File: config.mk
export PLATFORM = sky130hd
export DESIGN_NAME = sorted_table_binary_search
export DESIGN_NICKNAME = d
export VERILOG_FILES = /design/src/rtl/core/stbs_pkg.sv /design/src/rtl/core/stbs_ram.sv /design/src/rtl/core/stbs_datapath.sv /design/src/rtl/core/stbs_ctrl.sv /design/src/rtl/core/sorted_table_binary_search.sv
export SDC_FILE = /design/constraint.sdc
export NUM_CORES = 1
export LEC_CHECK = 0
export BUFFER_PORTS_ARGS = -buffer_cell sky130_fd_sc_hd__buf_2
export CAP_MARGIN = 40
export CORE_AREA = 2 2 236 238
export DETAILED_ROUTE_END_ITERATION = 6
export DIE_AREA = 0 0 238 240
export PLACE_DENSITY = 0.56
export SLEW_MARGIN = 20
export SYNTH_ARGS = -nofsm -noshare
export SYNTH_HDL_FRONTEND = slang
export SYNTH_SLANG_ARGS = --single-unit
File: constraint.sdc
create_clock -name aclk -period 11.9 [get_ports aclk]
set_input_delay 2.38 -clock aclk [delete_from_list [all_inputs] [get_ports aclk]]
set_output_delay 2.38 -clock aclk [all_outputs]
set_load 0.02 [all_outputs]
File: src/rtl/core/stbs_pkg.sv
// ----------------------------------------------------------------------------
// stbs_pkg
// Shared types and constants for the sorted-table binary search block.
// ----------------------------------------------------------------------------
`default_nettype none

package stbs_pkg;

    localparam int DEPTH_DEFAULT = 16;

    localparam int CNT_W      = 5;
    localparam int INDEX_W    = 4;
    localparam int WORD_W     = 32;
    localparam int PROBE_W    = 3;
    localparam int S_TDATA_W  = 40;
    localparam int M_TDATA_W  = 8;

    localparam int INDEX_LSB  = 0;
    localparam int WORD_LSB   = INDEX_LSB + INDEX_W;
    localparam int FOUND_LSB  = 0;
    localparam int PROBE_LSB  = 1;

    localparam logic [CNT_W-1:0]   COUNT_RESET = 5'd16;
    localparam logic [PROBE_W-1:0] PROBE_MAX   = 3'd7;

    typedef enum logic {
        REQ_WRITE  = 1'b0,
        REQ_SEARCH = 1'b1
    } req_t;

    typedef enum logic {
        ST_IDLE,
        ST_PROBE
    } ctrl_state_t;

    typedef struct packed {
        logic wr;
        logic start;
        logic step;
        logic emit;
    } cmd_t;

    typedef struct packed {
        logic done;
    } status_t;

endpackage

`default_nettype wire

File: src/rtl/core/stbs_ram.sv
// ----------------------------------------------------------------------------
// stbs_ram
// Generic single-write, single-read RAM with a registered read port.
// ----------------------------------------------------------------------------
`default_nettype none

module stbs_ram #(
    parameter int WIDTH = 32,
    parameter int DEPTH = 16
) (
    input  wire logic                     aclk,
    input  wire logic                     we,
    input  wire logic [$clog2(DEPTH)-1:0] waddr,
    input  wire logic [WIDTH-1:0]         wdata,
    input  wire logic [$clog2(DEPTH)-1:0] raddr,
    output logic      [WIDTH-1:0]         rdata
);

    logic [WIDTH-1:0] ram_reg [DEPTH];
    logic [WIDTH-1:0] rdata_reg;

    always_ff @(posedge aclk) begin
        if (we) begin
            ram_reg[waddr] <= wdata;
        end
        rdata_reg <= ram_reg[raddr];
    end

    assign rdata = rdata_reg;

endmodule

`default_nettype wire

File: src/rtl/core/stbs_datapath.sv
// ----------------------------------------------------------------------------
// stbs_datapath
// Holds the entry count, the search range, the key, the probe counter and the
// result register, and drives the table RAM.
// ----------------------------------------------------------------------------
`default_nettype none

module stbs_datapath
    import stbs_pkg::*;
#(
    parameter int TABLE_DEPTH = DEPTH_DEFAULT
) (
    input  wire logic                 aclk,
    input  wire logic                 aresetn,
    input  wire logic                 cfg_we,
    input  wire logic [CNT_W-1:0]     cfg_wdata,
    input  wire logic [S_TDATA_W-1:0] s_tdata,
    input  wire cmd_t                 cmd,
    output status_t                   status,
    output logic      [M_TDATA_W-1:0] m_tdata
);

    localparam int AW = $clog2(TABLE_DEPTH);
    localparam int NW = (AW + 1 > CNT_W) ? AW + 1 : CNT_W;
    localparam logic [NW-1:0] DEPTH_N = NW'(TABLE_DEPTH);
    localparam logic [NW-1:0] ONE_N   = NW'(1);

    logic [CNT_W-1:0]         count_reg;
    logic [AW-1:0]            lo_reg, hi_reg;
    logic signed [WORD_W-1:0] key_reg;
    logic [PROBE_W-1:0]       probes_reg;
    logic                     found_reg;
    logic [PROBE_W-1:0]       probe_out_reg;

    logic [INDEX_W-1:0]       in_index;
    logic signed [WORD_W-1:0] in_word;
    logic [NW-1:0]            idx_ext;
    logic                     idx_ok;
    logic [NW-1:0]            n_raw, n_use, n_m1;
    logic [AW-1:0]            hi_init;
    logic [AW:0]              sum_cur, sum_next;
    logic [AW-1:0]            mid;
    logic [AW-1:0]            lo_next, hi_next;
    logic [AW-1:0]            raddr;
    logic signed [WORD_W-1:0] rdata;
    logic [PROBE_W-1:0]       probes_cur;
    logic                     key_eq, key_lt, key_gt;
    logic                     go_left, go_right, done, hit;

    assign in_index = s_tdata[WORD_LSB-1:INDEX_LSB];
    assign in_word  = s_tdata[WORD_LSB+WORD_W-1:WORD_LSB];
    assign idx_ext  = NW'(in_index);
    assign idx_ok   = idx_ext < DEPTH_N;

    always_comb begin
        n_raw = NW'(count_reg);
        if (n_raw == '0) begin
            n_use = ONE_N;
        end else if (n_raw > DEPTH_N) begin
            n_use = DEPTH_N;
        end else begin
            n_use = n_raw;
        end
        n_m1    = n_use - ONE_N;
        hi_init = n_m1[AW-1:0];
    end

    always_comb begin
        sum_cur    = {1'b0, lo_reg} + {1'b0, hi_reg};
        mid        = sum_cur[AW:1];
        key_eq     = key_reg == rdata;
        key_lt     = key_reg < rdata;
        key_gt     = rdata < key_reg;
        probes_cur = (probes_reg == PROBE_MAX) ? probes_reg : probes_reg + 3'd1;
        go_left    = 1'b0;
        go_right   = 1'b0;
        done       = 1'b0;
        hit        = 1'b0;
        if (lo_reg == hi_reg) begin
            done = 1'b1;
            hit  = key_eq;
        end else if (key_eq) begin
            done = 1'b1;
            hit  = 1'b1;
        end else if (key_lt && (mid > lo_reg)) begin
            go_left = 1'b1;
        end else if (key_gt && (mid < hi_reg)) begin
            go_right = 1'b1;
        end else begin
            done = 1'b1;
        end
    end

    always_comb begin
        lo_next = lo_reg;
        hi_next = hi_reg;
        if (cmd.start) begin
            lo_next = '0;
            hi_next = hi_init;
        end else if (cmd.step) begin
            if (go_left) begin
                hi_next = mid - AW'(1);
            end
            if (go_right) begin
                lo_next = mid + AW'(1);
            end
        end
        sum_next = {1'b0, lo_next} + {1'b0, hi_next};
        raddr    = sum_next[AW:1];
    end

    always_ff @(posedge aclk) begin
        if (!aresetn) begin
            count_reg <= COUNT_RESET;
        end else if (cfg_we) begin
            count_reg <= cfg_wdata;
        end
    end

    always_ff @(posedge aclk) begin
        lo_reg <= lo_next;
        hi_reg <= hi_next;
        if (cmd.start) begin
            key_reg    <= in_word;
            probes_reg <= '0;
        end else if (cmd.step) begin
            probes_reg <= probes_cur;
        end
        if (cmd.emit) begin
            found_reg     <= hit;
            probe_out_reg <= probes_cur;
        end
    end

    stbs_ram #(
        .WIDTH (WORD_W),
        .DEPTH (TABLE_DEPTH)
    ) u_ram (
        .aclk  (aclk),
        .we    (cmd.wr && idx_ok),
        .waddr (idx_ext[AW-1:0]),
        .wdata (in_word),
        .raddr (raddr),
        .rdata (rdata)
    );

    assign status.done = done;
    assign m_tdata     = {{(M_TDATA_W-PROBE_W-1){1'b0}}, probe_out_reg, found_reg};

endmodule

`default_nettype wire

File: src/rtl/core/stbs_ctrl.sv
// ----------------------------------------------------------------------------
// stbs_ctrl
// Sequencer for the search: accepts items, steps the probes and owns the
// result valid flag.
// ----------------------------------------------------------------------------
`default_nettype none

module stbs_ctrl
    import stbs_pkg::*;
(
    input  wire logic    aclk,
    input  wire logic    aresetn,
    input  wire logic    s_tvalid,
    output logic         s_tready,
    input  wire logic    s_tuser,
    output logic         m_tvalid,
    input  wire logic    m_tready,
    input  wire status_t status,
    output cmd_t         cmd
);

    ctrl_state_t state_reg, state_next;
    logic        m_tvalid_reg, m_tvalid_next;
    logic        out_busy;

    assign out_busy = m_tvalid_reg && !m_tready;

    always_ff @(posedge aclk) begin
        if (!aresetn) begin
            state_reg    <= ST_IDLE;
            m_tvalid_reg <= 1'b0;
        end else begin
            state_reg    <= state_next;
            m_tvalid_reg <= m_tvalid_next;
        end
    end

    always_comb begin
        state_next    = state_reg;
        cmd           = '0;
        s_tready      = 1'b0;
        m_tvalid_next = m_tready ? 1'b0 : m_tvalid_reg;
        case (state_reg)
            ST_IDLE: begin
                s_tready = 1'b1;
                if (s_tvalid) begin
                    if (req_t'(s_tuser) == REQ_SEARCH) begin
                        cmd.start  = 1'b1;
                        state_next = ST_PROBE;
                    end else begin
                        cmd.wr = 1'b1;
                    end
                end
            end
            ST_PROBE: begin
                if (!status.done) begin
                    cmd.step = 1'b1;
                end else if (!out_busy) begin
                    cmd.emit      = 1'b1;
                    m_tvalid_next = 1'b1;
                    state_next    = ST_IDLE;
                end
            end
            default: begin
                state_next = ST_IDLE;
            end
        endcase
    end

    assign m_tvalid = m_tvalid_reg;

endmodule

`default_nettype wire

File: src/rtl/core/sorted_table_binary_search.sv
// ----------------------------------------------------------------------------
// sorted_table_binary_search
// Table of signed words loaded by write items and searched by binary search.
// ----------------------------------------------------------------------------
// Channel   Direction  Content
// cfg       in         entry_count
// s_        in         tuser: req_type; tdata: entry_index, data_word
// m_        out        tdata: found, probe_count
//
// A write item goes into the table as it is accepted. For a search item, the
// accepting cycle issues the first read, as the table RAM has one registered
// read port, and the probes then follow one another while the input is held
// off. Reset clears the control state and sets entry_count to 16; table
// contents are undefined until written.
// The last probe waits while the previous result has not been taken.
// ----------------------------------------------------------------------------
`default_nettype none

module sorted_table_binary_search
    import stbs_pkg::*;
#(
    parameter int TABLE_DEPTH = DEPTH_DEFAULT
) (
    input  wire logic                 aclk,
    input  wire logic                 aresetn,
    input  wire logic                 cfg_we,
    input  wire logic [CNT_W-1:0]     cfg_wdata,
    input  wire logic                 s_tvalid,
    output logic                      s_tready,
    input  wire logic [S_TDATA_W-1:0] s_tdata,   // entry_index, data_word
    input  wire logic                 s_tuser,   // req_type
    output logic                      m_tvalid,
    input  wire logic                 m_tready,
    output logic      [M_TDATA_W-1:0] m_tdata    // found, probe_count
);

    cmd_t    cmd;
    status_t status;

    stbs_ctrl u_ctrl (
        .aclk     (aclk),
        .aresetn  (aresetn),
        .s_tvalid (s_tvalid),
        .s_tready (s_tready),
        .s_tuser  (s_tuser),
        .m_tvalid (m_tvalid),
        .m_tready (m_tready),
        .status   (status),
        .cmd      (cmd)
    );

    stbs_datapath #(
        .TABLE_DEPTH (TABLE_DEPTH)
    ) u_datapath (
        .aclk      (aclk),
        .aresetn   (aresetn),
        .cfg_we    (cfg_we),
        .cfg_wdata (cfg_wdata),
        .s_tdata   (s_tdata),
        .cmd       (cmd),
        .status    (status),
        .m_tdata   (m_tdata)
    );

endmodule

`default_nettype wire

# Word level (Yosys, flattened, before mapping)
# Memory sizes are Yosys's and may differ from the RTL's. A register that Yosys moved wholly into a read port is not among the register bits.
# Index checks and enable logic that the tools add are counted.
# op_classes
add_sub_neg	6
magnitude_cmp	6
n_eq_ne	3
mux	41
n_bitwise	1
n_reduce_logical	6
# op_table
operator	n
$lt 32x32->1	2
$eq 32x32->1	1
$mux 4	8
$mux 1	28
$add 4x4->5	2
$sub 4x1->4 const B	2
$mux 2	3
$gt 5x5->1 const B	1
$logic_not 5->1	1
$lt 4x5->1 const B	1
$add 4x1->4 const B	1
$eq 4x4->1	1
$gt 4x4->1	1
$logic_and 1x1->1	4
$lt 4x4->1	1
$add 3x1->3 const B	1
$eq 3x3->1 const B	1
$mux 3	1
$pmux 1 s2	1
$logic_not 1->1	1
$not 1->1	1
# totals
ff_bits	54
mem_bits_rw	512
input_bits	51
out_inout_bits	10
elab_cells	73
mem_count	1
# memory_table
name	words	word_bits	read_ports	rd_ports_with_merged_regs	write_ports	line	text
u_datapath.u_ram.ram_reg	16	32	1	1	1	stbs_ram.sv:19	logic [WIDTH-1:0] ram_reg [DEPTH];

# Logic depth before layout (Yosys ltp)
# depth
depth_word	12
ltp_mapped	24

# Cells and area by module
# From an unflattened synthesis, not the netlist that was laid out.
# hier_totals
hier_cells	1161
hier_area_um2	23269.8
# modules_own_cells
mod	instances	cells_per_inst	area_per_inst_um2
stbs_ram	1	838	19854.0
stbs_datapath	1	311	3313.2
stbs_ctrl	1	12	102.6

# Worst setup path before layout
# OpenSTA, ideal clock, no wires.
# synth_path
path_type	input to register
start	input s_tuser
end	register u_datapath.u_ram.rdata_reg[10], in the netlist u_datapath.u_ram.rdata[10], read port of u_datapath.u_ram.ram_reg
setup_ns	0.119
arrival_time_ns	6.283
required_ns	11.781
slack_ns	5.499
stages	13
n_path_buf	3
cell_sequence	nand3_1 > inv_1 > clkbuf_1 > o21ai_0 > ha_1 > xnor2_1 > clkbuf_1 > clkbuf_1 > mux4_2 > mux2_2 > o221ai_1 > o21ai_0 > o221a_2
# synth_rtl
item	line	text
start: declaration	sorted_table_binary_search.sv:31	input wire logic s_tuser,
end: declaration	stbs_ram.sv:20	logic [WIDTH-1:0] rdata_reg;

# Final worst setup path
# layout_path
start	register u_datapath.hi_reg[0]
end	register u_datapath.u_ram.rdata_reg[14], in the netlist u_datapath.u_ram.rdata[14], read port of u_datapath.u_ram.ram_reg
# layout_between
elab_chain_cells	12
elab_cells_between_ends	28
classes_between	add/sub (4); order compare (2); eq/ne (1); mux (19); reduce/logical (2)
# layout_rtl
item	line	text
start: declaration	stbs_datapath.sv:29	logic [AW-1:0] lo_reg, hi_reg;
start signal: assignment	stbs_datapath.sv:122	hi_reg <= hi_next;
$add 4x4->5	stbs_datapath.sv:69	sum_cur = {1'b0, lo_reg} + {1'b0, hi_reg};
$lt 4x4->1	stbs_datapath.sv:87	end else if (key_gt && (mid < hi_reg)) begin
$logic_and 1x1->1	stbs_datapath.sv:87	
$mux 1	stbs_datapath.sv:87	
$mux 1	stbs_datapath.sv:85	end else if (key_lt && (mid > lo_reg)) begin
$mux 1	stbs_datapath.sv:82	end else if (key_eq) begin
$mux 1	stbs_datapath.sv:79	if (lo_reg == hi_reg) begin
$mux 1	stbs_ctrl.sv:56	if (!status.done) begin
$mux 2	stbs_ctrl.sv:43	case (state_reg)
$mux 4	stbs_datapath.sv:100	end else if (cmd.step) begin
$mux 4	stbs_datapath.sv:97	if (cmd.start) begin
$add 4x4->5 *	stbs_datapath.sv:108	sum_next = {1'b0, lo_next} + {1'b0, hi_next};
# Mark *: on every way between the ends. The rest lies on a longest branch, timed or not.
# A chain may end at the register's enable or synchronous reset.

==> results.json <==
{
  "floorplan.rows": 86,
  "cts_buffers": 66,
  "leakagePower_nw": 9.12,
  "wl_met3_um": 2290,
  "setup_slack_ns": 5.33,
  "fin_skew_ns": 0.0202,
  "die_w_um": 238,
  "yosysTopAreaCell": "edfxtp_1",
  "pwr-share-clk_pct": 22.6,
  "cts_resized": 0,
  "dr.first_iter.drc_count": 942,
  "numPortBuffers": 52,
  "finalPower_mw": 9.06,
  "ys_warn_count": 0,
  "io-pin-count": 61,
  "fin_nets": 1453,
  "syn_inst": 1267,
  "crit_path_end_kind": "flop",
  "synth_top_cell_area_share_pct": 67.6,
  "final_cell_area_um2": 27800,
  "finalSetupTns_ns": 0,
  "multi_input_area_um2": 6570,
  "register_area_um2": 17500,
  "path_clk_slew_ns": 0.05,
  "cts_tree": "built",
  "antenna_found_initial": 3,
  "status": "completed",
  "met2WireLength_um": 26100,
  "async_reset_ff_share_pct": 0,
  "drt-met1-wl_um": 23200,
  "clk_latency_ns": 0.58,
  "coreArea_um2": 54700,
  "antenna_left": 0,
  "dpl_cell_area_um2": 25600,
  "cts.path.max_buffers": 3,
  "max-vdd-ir-drop_v": 0.000519,
  "drc_errors": 0,
  "fin_util_pct": 50.8,
  "areaGrowthSynthToFinish_pct": 14.1,
  "grt_overflow": 0,
  "initial_utilization_pct": 44.5,
  "synthTopCellsByCount": "548 x edfxtp_1, 128 x mux4_2, 65 x mux2_2, 50 x dfxtp_1, 50 x ha_1",
  "n_fill_cell": 4422,
  "dp.final_hpwl_um": 25600,
  "cts_setup_buffers": 0,
  "hold_viol_final": 0,
  "critPathMaxFanout": 81,
  "setup_viol": 0,
  "wl_per_cell_um": 25.1,
  "viasPerCell": 5.77,
  "switching_share_pct": 34.6,
  "power-per-cell-area_nw_per_um2": 326,
  "fin_crit_ns": 6.57,
  "cts_root_buf": "clkbuf_16",
  "hold_buffers": 0,
  "combPwrFrac_pct": 50.3,
  "preCtsSetupSlack_ns": 4.89,
  "synth_top_flop_cell": "edfxtp_1",
  "cp-start-kind": "flop",
  "maxUsedRoutingLayer": "met5",
  "first_pass_iters": 5,
  "gp_congestion": 0.775,
  "p_int_mw": 5.93,
  "hold_class": "reg2reg",
  "layout_worst_path_cycle_share_pct": 55.2,
  "maxCapViolCount": 0,
  "synth_edf_count": 548,
  "htree_levels": 3,
  "first_global_vias": 12477,
  "synth_area_um2": 24300,
  "crit_arrival_ns": 7.03,
  "yosysMostFrequentCell": "edfxtp_1",
  "grt_max_degree": 129,
  "drive_gt1_share_pct": 29.9,
  "avgSynthCellArea_um2": 19.2,
  "largest_reg_flops": 512,
  "cp.required_ns": 12.37,
  "finalMaxSlewViolations": 0,
  "max_slew.worst_pin.slew_ns": 0.857,
  "die-height_um": 240,
  "seq_power_share_pct": 27.2,
  "ys_seq_area_share_pct": 71.7,
  "synth_cell_types": 54,
  "grt_setup_unrepaired": "no",
  "clock_sinks": 598,
  "crit_type": "reg2reg",
  "grt_pass1_wl_um": 79200,
  "die_area_um2": 57100,
  "whs_ns": 0.493,
  "fmax_mhz": 152,
  "p_sw_mw": 3.14,
  "stdcell_count": 2105,
  "synthTopCellsByArea": "edfxtp_1 68%, mux4_2 12%, dfxtp_1 4.1%, mux2_2 3.0%, ha_1 2.6%",
  "grt_usage_pct": 19.1,
  "vias": 12143,
  "synth-seq-cells": 598,
  "slew_headroom_pct": 42.9,
  "dp.cells": 1985,
  "wl_um": 52800
}
final timing paths:
path / depth (start not counted) / to / slack [ns] / start
worst max register to register: 20 / u_datapath.u_ram.rdata[14] / 5.33 / u_datapath.hi_reg[0]
worst min-delay path: 1 / u_datapath.probes_reg[2] / 0.49 / u_datapath.probes_reg[2]
worst min register to register: 1 / u_datapath.probes_reg[2] / 0.49 / u_datapath.probes_reg[2]
worst max-delay path: 20 / u_datapath.u_ram.rdata[14] / 5.33 / u_datapath.hi_reg[0]
area by class of cell:
class                   instances  share of cell area, %
diodes                          1                0.00900
clock buffers                  97                   6.96
clock inverters                21                  0.932
inverters                      47                  0.635
multi-input cells             557                   23.6
flip-flops and latches        598                   62.8
well taps                     704                   3.17
repair buffers                 80                   1.85
layout by cell type, fill, tap and decap left out, types with 12 or more instances in the layout:
cell type and count:
nand2_1 21, o221a_2 20, o221ai_1 32, buf_4 24, nor2_4 12, mux2_2 65, o21ai_0 42, clkbuf_16 70
mux4_2 128, dfxtp_1 50, o22ai_1 32, ha_1 49, buf_2 52, o221a_1 12, a21oi_1 19, edfxtp_1 548
nor2_1 13, clkbuf_1 19, inv_1 46
worst max-delay path, cell delays in order (launching register included):
cell	delay, ns
dfxtp_1	0.34
ha_1	0.23
fa_1	0.41
a21o_1	0.17
a21oi_1	0.30
inv_1	0.12
ha_1	0.31
nand2_1	0.06
o21ai_0	0.12
o21ai_0	0.20
nor4_4	0.49
nor2_1	0.07
a211oi_1	0.30
nor2_1	0.12
fa_4	1.16
buf_12	0.60
mux4_2	0.59
mux2_2	0.31
o221ai_1	0.18
o21ai_0	0.12
o221a_2	0.16
cells by family (layout without fill, tap and decap cells):
| group | count (synthesis) | after routing | share of synthesized area [%] |
|---|---|---|---|
| flip-flops | 598 | 598 | 71.7 |
| multiplexers | 205 | 205 | 15.5 |
| AO/OA/AOI/OAI | 181 | 181 | 5.47 |
| buffers and inverters | 115 | 245 | 1.97 |
| AND/OR/NAND/NOR | 105 | 105 | 2.30 |
| adder cells (fa/ha/maj) | 52 | 52 | 2.73 |
| XOR/XNOR | 10 | 10 | 0.360 |
| other | 1 | 5 | 0.0154 |
power groups by stage:
stage | combinational (mW) | sequential [mW] | clock, mW
floorplan | 3.60 | 2.50 | 0
global placement | 4.53 | 2.50 | 0
detailed placement | 4.62 | 2.51 | 0
CTS | 4.65 | 2.46 | 2.10
global route | 4.98 | 2.47 | 2.18
finish | 4.56 | 2.46 | 2.04
metal layers:
layer,GRT usage [%],vias to the layer above
li1,-,5406
met1,25.3,6396
met2,32.4,257
met3,3.02,80
met4,6.12,4
met5,0,-
(Power assumes the default switching activity.)
